--- src/hdl/dlr_pkg.sv ---
// Package: item types and fixed widths for the depth line rasterizer.
package dlr_pkg;

    localparam int COORD_BITS = 16;
    localparam int DEPTH_BITS = 32;
    localparam int SHADE_BITS = 8;

    typedef enum logic {
        ACT_START = 1'b0,
        ACT_STEP  = 1'b1
    } t_action;

    typedef struct packed {
        t_action                       action;
        logic signed [COORD_BITS-1:0]  start_x;
        logic signed [COORD_BITS-1:0]  start_y;
        logic signed [DEPTH_BITS-1:0]  start_depth;
        logic signed [COORD_BITS-1:0]  end_x;
        logic signed [COORD_BITS-1:0]  end_y;
        logic signed [DEPTH_BITS-1:0]  end_depth;
        logic        [SHADE_BITS-1:0]  shade;
    } t_line_in;

    typedef struct packed {
        logic signed [COORD_BITS-1:0]  pixel_x;
        logic signed [COORD_BITS-1:0]  pixel_y;
        logic signed [DEPTH_BITS-1:0]  pixel_depth;
        logic        [SHADE_BITS-1:0]  pixel_shade;
        logic                          last;
    } t_pixel_out;

endpackage

--- src/hdl/depth_line_rasterizer.sv ---
// Depth line rasterizer: Bresenham walk with depth interpolation.
// Step item: one pixel per cycle while the output is not stalled; the pixel sits in an output register.
// Start item: when the endpoints differ, the depth step comes from the one-bit-per-cycle
//   restoring divider (states S_DIV, then S_DONE); for a single point no divide runs.
// Input stalls while the divider runs or while an unaccepted pixel waits.
// Reset (synchronous, active low) drops the line and the pending pixel.
module depth_line_rasterizer (
    input  logic                 i_clk,
    input  logic                 i_rst_n,
    input  logic                 i_in_valid,
    output logic                 o_in_stall,
    input  dlr_pkg::t_line_in    i_in,
    output logic                 o_out_valid,
    input  logic                 i_out_stall,
    output dlr_pkg::t_pixel_out  o_out
);
    import dlr_pkg::*;

    localparam int DELTA_W   = COORD_BITS + 1;
    localparam int ERR_W     = COORD_BITS + 3;
    localparam int E2_W      = ERR_W + 1;
    localparam int DIV_STEPS = DEPTH_BITS + 1;
    localparam int CNT_W     = $clog2(DIV_STEPS + 1);

    typedef enum logic [2:0] {
        S_IDLE = 3'b001,
        S_DIV  = 3'b010,
        S_DONE = 3'b100
    } t_state;

    t_state                       r_state, n_state;
    logic                         r_active, n_active;
    logic                         r_out_valid, n_out_valid;
    t_pixel_out                   r_out, n_out;
    logic signed [COORD_BITS-1:0] r_cur_x, n_cur_x, r_cur_y, n_cur_y;
    logic signed [COORD_BITS-1:0] r_tgt_x, n_tgt_x, r_tgt_y, n_tgt_y;
    logic        [DELTA_W-1:0]    r_dx, n_dx;
    logic signed [DELTA_W:0]      r_ndy, n_ndy;
    logic signed [ERR_W-1:0]      r_err, n_err;
    logic                         r_dir_x, n_dir_x, r_dir_y, n_dir_y;
    logic        [DEPTH_BITS-1:0] r_acc, n_acc;
    logic        [DEPTH_BITS-1:0] r_step, n_step;
    logic        [SHADE_BITS-1:0] r_shade, n_shade;
    logic        [DEPTH_BITS:0]   r_num, n_num;
    logic        [DELTA_W-1:0]    r_den, n_den;
    logic        [DELTA_W:0]      r_rem, n_rem;
    logic                         r_neg, n_neg;
    logic        [CNT_W-1:0]      r_cnt, n_cnt;

    logic                         in_acc, out_acc, fin;
    logic signed [DELTA_W-1:0]    diff_x, diff_y;
    logic        [DELTA_W-1:0]    abs_x, abs_y, span;
    logic signed [DEPTH_BITS:0]   diff_z;
    logic signed [E2_W-1:0]       e2, err_sum;
    logic        [DELTA_W:0]      rem_sh;
    logic        [DELTA_W+1:0]    trial;

    assign o_in_stall  = (r_state != S_IDLE) | (r_out_valid & i_out_stall);
    assign in_acc      = i_in_valid & ~o_in_stall;
    assign out_acc     = r_out_valid & ~i_out_stall;
    assign o_out_valid = r_out_valid;
    assign o_out       = r_out;

    assign fin = (r_cur_x == r_tgt_x) && (r_cur_y == r_tgt_y);

    always_comb begin
        diff_x = DELTA_W'(i_in.end_x) - DELTA_W'(i_in.start_x);
        diff_y = DELTA_W'(i_in.end_y) - DELTA_W'(i_in.start_y);
        abs_x  = diff_x[DELTA_W-1] ? DELTA_W'(-diff_x) : DELTA_W'(diff_x);
        abs_y  = diff_y[DELTA_W-1] ? DELTA_W'(-diff_y) : DELTA_W'(diff_y);
        span   = (abs_x > abs_y) ? abs_x : abs_y;
        diff_z = (DEPTH_BITS+1)'(i_in.end_depth) - (DEPTH_BITS+1)'(i_in.start_depth);
        e2     = {r_err, 1'b0};
        rem_sh = {r_rem[DELTA_W-1:0], r_num[DEPTH_BITS]};
        trial  = {1'b0, rem_sh} - {2'b00, r_den};
    end

    always_comb begin
        n_state     = r_state;
        n_active    = r_active;
        n_out_valid = r_out_valid & ~out_acc;
        n_out       = r_out;
        n_cur_x     = r_cur_x;
        n_cur_y     = r_cur_y;
        n_tgt_x     = r_tgt_x;
        n_tgt_y     = r_tgt_y;
        n_dx        = r_dx;
        n_ndy       = r_ndy;
        n_err       = r_err;
        n_dir_x     = r_dir_x;
        n_dir_y     = r_dir_y;
        n_acc       = r_acc;
        n_step      = r_step;
        n_shade     = r_shade;
        n_num       = r_num;
        n_den       = r_den;
        n_rem       = r_rem;
        n_neg       = r_neg;
        n_cnt       = r_cnt;
        err_sum     = E2_W'(r_err);

        case (r_state)
            S_IDLE: begin
                if (in_acc && i_in.action == ACT_START) begin
                    n_active = 1'b1;
                    n_cur_x  = i_in.start_x;
                    n_cur_y  = i_in.start_y;
                    n_tgt_x  = i_in.end_x;
                    n_tgt_y  = i_in.end_y;
                    n_dx     = abs_x;
                    n_ndy    = -$signed({1'b0, abs_y});
                    n_dir_x  = diff_x[DELTA_W-1] | (diff_x == '0);
                    n_dir_y  = diff_y[DELTA_W-1] | (diff_y == '0);
                    n_err    = ERR_W'($signed({2'b00, abs_x}) - $signed({2'b00, abs_y}));
                    n_acc    = i_in.start_depth;
                    n_shade  = i_in.shade;
                    n_neg    = diff_z[DEPTH_BITS];
                    n_num    = diff_z[DEPTH_BITS] ? (DEPTH_BITS+1)'(-diff_z)
                                                  : (DEPTH_BITS+1)'(diff_z);
                    n_den    = span;
                    n_rem    = '0;
                    n_cnt    = '0;
                    if (span == '0) begin
                        n_step = '0;
                    end else begin
                        n_state = S_DIV;
                    end
                end else if (in_acc && r_active) begin
                    n_out_valid       = 1'b1;
                    n_out.pixel_x     = r_cur_x;
                    n_out.pixel_y     = r_cur_y;
                    n_out.pixel_depth = r_acc;
                    n_out.pixel_shade = r_shade;
                    n_out.last        = fin;
                    if (fin) begin
                        n_active = 1'b0;
                    end else begin
                        if (e2 >= E2_W'(r_ndy)) begin
                            err_sum = err_sum + E2_W'(r_ndy);
                            n_cur_x = r_dir_x ? r_cur_x - 1'b1 : r_cur_x + 1'b1;
                        end
                        if (e2 <= $signed(E2_W'(r_dx))) begin
                            err_sum = err_sum + $signed(E2_W'(r_dx));
                            n_cur_y = r_dir_y ? r_cur_y - 1'b1 : r_cur_y + 1'b1;
                        end
                        n_err = ERR_W'(err_sum);
                        n_acc = r_acc + r_step;
                    end
                end
            end
            S_DIV: begin
                if (trial[DELTA_W+1]) begin
                    n_rem = rem_sh;
                    n_num = {r_num[DEPTH_BITS-1:0], 1'b0};
                end else begin
                    n_rem = trial[DELTA_W:0];
                    n_num = {r_num[DEPTH_BITS-1:0], 1'b1};
                end
                n_cnt = r_cnt + 1'b1;
                if (r_cnt == CNT_W'(DIV_STEPS - 1)) begin
                    n_state = S_DONE;
                end
            end
            S_DONE: begin
                n_step  = r_neg ? -r_num[DEPTH_BITS-1:0] : r_num[DEPTH_BITS-1:0];
                n_state = S_IDLE;
            end
            default: begin
                n_state = S_IDLE;
            end
        endcase
    end

    always_ff @(posedge i_clk) begin
        if (!i_rst_n) begin
            r_state     <= S_IDLE;
            r_active    <= 1'b0;
            r_out_valid <= 1'b0;
            r_cnt       <= '0;
        end else begin
            r_state     <= n_state;
            r_active    <= n_active;
            r_out_valid <= n_out_valid;
            r_cnt       <= n_cnt;
        end
        r_out   <= n_out;
        r_cur_x <= n_cur_x;
        r_cur_y <= n_cur_y;
        r_tgt_x <= n_tgt_x;
        r_tgt_y <= n_tgt_y;
        r_dx    <= n_dx;
        r_ndy   <= n_ndy;
        r_err   <= n_err;
        r_dir_x <= n_dir_x;
        r_dir_y <= n_dir_y;
        r_acc   <= n_acc;
        r_step  <= n_step;
        r_shade <= n_shade;
        r_num   <= n_num;
        r_den   <= n_den;
        r_rem   <= n_rem;
        r_neg   <= n_neg;
    end

`ifndef SYNTHESIS
    a_busy_stalls: assert property (@(posedge i_clk) disable iff (!i_rst_n)
        (r_state != S_IDLE) |-> o_in_stall)
        else $error("input not stalled while divider busy");

    a_step_emits: assert property (@(posedge i_clk) disable iff (!i_rst_n)
        (in_acc && i_in.action == ACT_STEP && r_active) |=> o_out_valid)
        else $error("step on active line gave no pixel");

    a_last_ends: assert property (@(posedge i_clk) disable iff (!i_rst_n)
        (in_acc && i_in.action == ACT_STEP && r_active && fin) |=> (!r_active && o_out.last))
        else $error("final pixel did not end the line");

    a_div_den: assert property (@(posedge i_clk) disable iff (!i_rst_n)
        (r_state == S_DIV) |-> (r_den != '0 && r_cnt < CNT_W'(DIV_STEPS)))
        else $error("divider running with zero divisor or overrun count");
`endif

endmodule
--- config.mk ---
export PLATFORM = sky130hd
export DESIGN_NAME = depth_line_rasterizer
export DESIGN_NICKNAME = d
export VERILOG_FILES = /design/src/hdl/dlr_pkg.sv /design/src/hdl/depth_line_rasterizer.sv
export SDC_FILE = /design/constraint.sdc
export NUM_CORES = 1
export LEC_CHECK = 0
export ABC_AREA = 1
export BUFFER_PORTS_ARGS = -buffer_cell sky130_fd_sc_hd__buf_4
export CAP_MARGIN = 20
export CORE_ASPECT_RATIO = 0.7
export CORE_MARGIN = 5
export CORE_UTILIZATION = 45
export DETAILED_ROUTE_END_ITERATION = 7
export GPL_TIMING_DRIVEN = 0
export HOLD_SLACK_MARGIN = 0.03
export PLACE_DENSITY = 0.64
export SKIP_LAST_GASP = 1
export SLEW_MARGIN = 20
export SYNTH_ARGS = -nofsm -noshare
export SYNTH_HDL_FRONTEND = slang
export SYNTH_SLANG_ARGS = --single-unit
--- constraint.sdc ---
create_clock -name i_clk -period 11 [get_ports i_clk]
set_input_delay 1.65 -clock i_clk [delete_from_list [all_inputs] [get_ports i_clk]]
set_output_delay 1.65 -clock i_clk [all_outputs]
set_load 0.05 [all_outputs]
==> flow_summary.ini, run 1 <==
[run_status]
status = completed

[clock_tree]
ctsResizeCount = 0
clkSlewWorstSetupHoldPaths_ns = 0.06
cts-buffers-inserted = 40
cts-htree-levels = 2
cts.sinks = 344
post_cts_buffers = 0
cts-root-buf = clkbuf_16
clk_latency_ns = 0.58
cts_tree = yes
cts_hold_buffers = 0
cts_buffer_depth = 3

[synthesis]
yosysWarnings = 0
syn_area_mm2 = 0.0255
synth-seq-cells = 344
synth_cells = 3113
synthFlopType = edfxtp_1
yosys.area.top_type_share_pct = 39.2
synthTopCellsByArea = edfxtp_1 (39%), ha_1 (11%), nand2_1 (8.9%), inv_1 (6.5%), a21oi_1 (5.5%)
synth_nets = 3496
yosysTopAreaCell = edfxtp_1
synthArstFlopShare_pct = 0
synth_edf_count = 333
synth_area_per_cell_um2 = 8.20
synth.yosys.seq_area_share_pct = 40.1
ys_types = 58

[placement]
portBuffers = 215
place_congestion = 0.931
place_inst = 4088
hpwl_um = 61400

[detailed_routing]
wire_per_inst_um = 18.5
drc = 0
vias = 22400
dr.pass1.iters = 5
antenna_left = 0
vias_per_cell = 5.37
finalWirelength_um = 77100
drt_iter0_markers = 2424

[run]
cap_viol_max_count = 0

[power]
p_leak_nw = 13.5
switching_share_pct = 43.1
p_seq_share_pct = 30.6
switchingPower_mw = 2.87
power_frac_clock_pct = 20.7
power_density_mw_per_mm2 = 225
p_int_mw = 3.79
combPwrFrac_pct = 48.7
ir_drop_v = 0.000105

[finish]
finalNetCount = 3763
layout_commonest_cell = nand2_1
syn2layout_area_growth_pct = 16.2
layout-drive-gt1-share_pct = 10.9
instances_no_fill = 4162
n_fill_cell = 5366
final_cell_mix = nand2_1 (605), inv_1 (442), edfxtp_1 (333), a21oi_1 (277), o21ai_0 (257)

[hold_path]
hold_depth = 0
hold_start = r_shade[4]$_DFFE_PP_
min_path_type = register to register

[critical_path]
critPathRequiredTime_ns = 11.28
worst_r2r_path_depth = 33
worstPathMaxFanout = 18
timing_worst_setup_path_type = input pin to register
cp_common_cell = nand2_1
critPathCaptureType = register
rr_startpoint = r_err[18]$_DFFE_PP_
slowest_delay_ns = 0.58
cpMaxStageDelayCell = a21oi_4
critPathLaunchType = input pin
startpoint = i_in[56]
cp_data_arrival_time_ns = 7.93

[global_route]
grt_usage_pct = 24.3
antenna_found_initial = 1
grt_max_degree = 52
grt_first_pass_wirelength_um = 118000
grt-ovfl-total = 0
grt_pass1_vias = 20300

[timing]
finClkSkew_ns = 0.0291
min_period_ns = 7.65
tightestPinTransition_ns = 1.15
final.setup.tns_ns = 0
slew_headroom_pct = 23.4
rsz0062_at_grt = no
timing.fmax_ghz = 0.131
fin_crit_sh_pct = 69.6
setup_viol = 0
hold_viol = 0
final_max_slew_viol_count = 0

[die]
io_pins = 216
initial_utilization_pct = 45.2
rows = 73
fp.dieH_um = 209
die_w_um = 295
core_area_mm2 = 0.0564
die-area_mm2 = 0.0616
[registers in the layout (all words and copies together) (netlist names), 18 cells and up]
register and flops:
o_out 73, r_acc 32, r_err 19, r_ndy 18, r_num 33, r_step 32
[logic make-up (layout without fill, tap and decap cells)]
kind of cell	Yosys count	after routing	synth area share [%]
simple gates	1204	1204	20.5
compound gates	650	650	13.9
buf+inv	506	804	7.56
flops	344	344	40.1
fa+ha+maj	242	242	12.2
xor+xnor	167	167	5.85
other cells	0	1	0
[worst paths after layout]
check                                          endpoint  slack [ns]
worst min register to register       o_out[5]$_DFFE_PP_        0.42
worst max register to register      r_err[17]$_DFFE_PP_        5.23
worst min-delay path                 o_out[5]$_DFFE_PP_        0.42
worst max-delay path            r_step[2]$_SDFFCE_PP0P_        3.35
[cell usage after synthesis, types with 2 or more instances]
master       n
a211oi_1     7
a21boi_0     4
a21o_1       7
a21oi_1    278
a221oi_1     2
a31oi_1     15
and2_1       7
and3_1       2
buf_1        5
buf_6        3
clkbuf_1    41
clkinv_1     3
dfxtp_1     11
edfxtp_1   333
fa_1        10
ha_1       232
inv_1      444
inv_2        7
nand2_1    605
nand2_2     17
nand2_4      4
nand3_1    189
nand3_2      4
nand3b_1    11
nand4_1     28
nor2_1     222
nor2_2       6
nor3_1      59
nor3_2       6
nor4_1      18
o2111ai_1    3
o211ai_1    13
o21a_1      10
o21ai_0    257
o21ai_1      9
o21bai_1    14
o221ai_1     9
o22ai_1      4
o31ai_1     11
or2_2       22
xnor2_1     46
xnor2_2      2
xor2_1     117
xor2_2       2
[power by group through the flow]
stage          clock network, mW  logic [mW]  registers, mW
4_1_cts                     1.41        3.20           2.04
3_3_place_gp                   0        3.10           2.09
3_5_place_dp                   0        3.17           2.06
5_1_grt                     1.46        3.63           2.07
2_1_floorplan                  0        2.29           2.05
6_report                    1.38        3.24           2.04
[worst max-delay path, delay by kind of cell]
kind,cells,cell delay [ns]
AOI/OAI and AO/OA,7,2.12
adders and majority gates,3,1.02
buffers and inverters,7,1.00
and+or+nand+nor,21,2.12
[metrics by stage]
stage / utilization, % / instance area [µm²] / hold WS, ns / worst slack [ns] / total power, mW
2_1_floorplan: - / 25500 / 0.400 / 3.11 / 4.34
3_3_place_gp: 49.7 / 28100 / 0.401 / 0.967 / 5.18
3_5_place_dp: 50.2 / 28300 / 0.406 / 2.86 / 5.23
4_1_cts: 52.5 / 29600 / 0.420 / 3.43 / 6.64
5_1_grt: 52.5 / 29600 / 0.426 / 2.91 / 7.16
6_report: 52.5 / 29600 / 0.419 / 3.35 / 6.66
[layer usage]
layer	up-vias	track usage, %	share of wire [%]
met1	10300	39.9	51
met3	82	5.78	9.9
met4	0	5.40	2.0
li1	11200	-	-
met2	819	31.5	37
met5	-	0	0
[cell type report]
class,count,area [µm²],area share (%)
antenna,1,2.50,0.00844
buffer,51,220,0.743
clock buffer,50,1070,3.61
clock inverter,23,248,0.836
inverter,455,1720,5.79
multi-input combinational,2263,13400,45.2
sequential,344,10200,34.5
tap,750,938,3.17
timing repair buffer,225,1840,6.22
Power figures use the tool's default switching activity.
==> run 2, diff against run 1 <==
PLACE_DENSITY = 0.66   (was 0.64)
clock period = 6.7 ns   (was 11 ns; I/O delays follow)
==> run 2 against run 1 <==
  * First-iteration DRC count grew 2.0%
  * Register-to-register slack got worse by 4.1 ns
  * Non-clock buffer count is 6 higher
  * Setup slack got worse by 2.9 ns
  * Final cell count is essentially flat
  * Clock power grew 62%
  * Flip-flop and latch count stayed put
  * Via count up 0.25%
  * Cell area grew 0.23%
  * Worst hold slack got worse by 0.00068 ns
  * Largest cell class unchanged
  * Highest routed layer unchanged
==> flow_summary.ini, run 2 (synthesized netlist as in run 1, its figures left out) <==
[die]
die-area_mm2 = 0.0616
io_pins = 216
initial_utilization_pct = 45.2
die_w_um = 295
fp.dieH_um = 209
core_area_mm2 = 0.0564
rows = 73

[finish]
syn2layout_area_growth_pct = 16.5
instances_no_fill = 4165
final_cell_area_mm2 = 0.0297
layout-drive-gt1-share_pct = 11.4
largest_reg_flops = 73
layout_commonest_cell = nand2_1
utilization_pct = 52.6
final_cell_mix = nand2_1 (604), inv_1 (442), edfxtp_1 (333), a21oi_1 (277), o21ai_0 (254)
n_fill_cell = 5357
finalNetCount = 3768

[hold_path]
hold_depth = 0
hold_end = o_out[2]$_DFFE_PP_
min_path_type = register to register
hold_start = r_shade[1]$_DFFE_PP_

[critical_path]
worst_r2r_path_depth = 33
cp_data_arrival_time_ns = 6.53
critPathRequiredTime_ns = 6.96
rr_startpoint = r_err[18]$_DFFE_PP_
cpMaxStageDelayCell = fa_1
slowest_delay_ns = 0.38
worstPathMaxFanout = 15
timing.rr.end = r_err[17]$_DFFE_PP_
critPathCaptureType = register
timing_worst_setup_path_type = input pin to register
critPathLaunchType = input pin
cp_common_cell = nand2_1
r2r_slack_ns = 1.12

[power]
switching_share_pct = 43.0
power_frac_clock_pct = 20.4
combPwrFrac_pct = 48.9
p_seq_share_pct = 30.7
ir_drop_v = 0.000180
p_leak_nw = 13.5
p_int_mw = 6.22
total_power_mw = 10.9
switchingPower_mw = 4.70
power_density_mw_per_mm2 = 368

[placement]
portBuffers = 215
placed_area_mm2 = 0.0283
pre_cts_ws_ns = -0.754
place_congestion = 0.948
place_inst = 4090
hpwl_um = 60200

[global_route]
grt_pass1_vias = 20600
grt_max_degree = 32
grt_usage_pct = 24.0
antenna_found_initial = 1
grt_first_pass_wirelength_um = 117000
grt-ovfl-total = 0

[timing]
setup_viol = 0
final_max_slew_viol_count = 0
hold_viol = 0
finClkSkew_ns = 0.0262
min_period_ns = 6.28
timing.fmax_ghz = 0.159
fin_crit_sh_pct = 93.7
setup_slack_ns = 0.425
tightestPinTransition_ns = 1.17
rsz0062_at_grt = no
slew_headroom_pct = 21.8

[detailed_routing]
vias_per_cell = 5.38
antenna_left = 0
wl_met2_um = 29200
wire_per_inst_um = 18.2
drc = 0
finalWirelength_um = 75800
vias = 22400
m1WireLength_um = 37800
dr.pass1.iters = 5
wl_met3_um = 7560
drt_iter0_markers = 2473
highest_layer = met4

[run_status]
status = completed

[clock_tree]
clkSlewWorstSetupHoldPaths_ns = 0.06
cts_hold_buffers = 0
cts-buffers-inserted = 39
cts.sinks = 344
cts_buffer_depth = 3
cts-root-buf = clkbuf_16
cts_tree = yes
cts-htree-levels = 2
clk_latency_ns = 0.57

[run]
cap_viol_max_count = 0
[run 2: cell types whose count changed in the layout (fill, tap and decap cells not counted), sizes merged]
cell | previous run | this run
clkbuf | 91 | 90
buf | 235 | 242
inv | 455 | 453
bufinv | 5 | 4
[run 2: area by class of cell]
| class | instances | area, µm² | share of cell area, % |
|---|---|---|---|
| multi-input cells | 2263 | 13400 | 45.2 |
| flip-flops and latches | 344 | 10200 | 34.4 |
| repair buffers | 232 | 1900 | 6.38 |
| inverters | 455 | 1710 | 5.76 |
| clock buffers | 50 | 1090 | 3.67 |
| well taps | 750 | 938 | 3.16 |
| plain buffers | 50 | 218 | 0.733 |
| clock inverters | 20 | 204 | 0.686 |
| diodes | 1 | 2.50 | 0.00842 |
[run 2: worst max path at each step]
stage | start | end | slack, ns | depth (start not counted)
after floorplan | i_in[56] | r_step[0]$_SDFFCE_PP0P_ | 0.09 | 38
after global placement | i_in[56] | r_step[4]$_SDFFCE_PP0P_ | -1.83 | 37
after detailed placement | i_in[56] | r_step[4]$_SDFFCE_PP0P_ | -0.75 | 39
after CTS | i_in[40] | r_step[17]$_SDFFCE_PP0P_ | 0.11 | 39
after global routing | i_in[40] | r_step[17]$_SDFFCE_PP0P_ | 0.02 | 40
final | i_in[40] | r_step[17]$_SDFFCE_PP0P_ | 0.42 | 40
[run 2: metal layers]
metal / GRT usage [%] / up-vias
met5: 0 / -
li1: - / 11200
met1: 38.5 / 10300
met2: 32.5 / 889
met4: 4.62 / 0
met3: 5.76 / 64
[run 2: what timing repair did]
action | CTS | global route
endpoints found under the hold margin | 0 | 0
resized for setup | 2 | 11
pin swaps | 1 | 2
setup buffers | 1 | 4
cloned | 0 | 0
setup endpoints to repair | 28 | 32
[run 2: stage by stage]
step / hold slack [ns] / TNS (ns)
global placement: 0.401 / -304.62
floorplan: 0.400 / 0
detailed placement: 0.405 / -20.58
global route: 0.423 / 0
CTS: 0.421 / 0
finish: 0.418 / 0
[run 2: power by group through the flow]
stage | Clock, mW | Sequential [mW] | Combinational [mW]
2_1_floorplan | 0 | 3.37 | 3.75
3_5_place_dp | 0 | 3.39 | 5.18
4_1_cts | 2.27 | 3.35 | 5.23
6_report | 2.23 | 3.36 | 5.34
3_3_place_gp | 0 | 3.43 | 5.05
5_1_grt | 2.35 | 3.40 | 6.01
[run 2: critical path, delay by kind of cell]
family,cells,cell delay [ns]
simple gates,21,2.02
compound gates,7,1.15
buf+inv,8,1.08
fa+ha+maj,3,0.98
xor+xnor,1,0.31
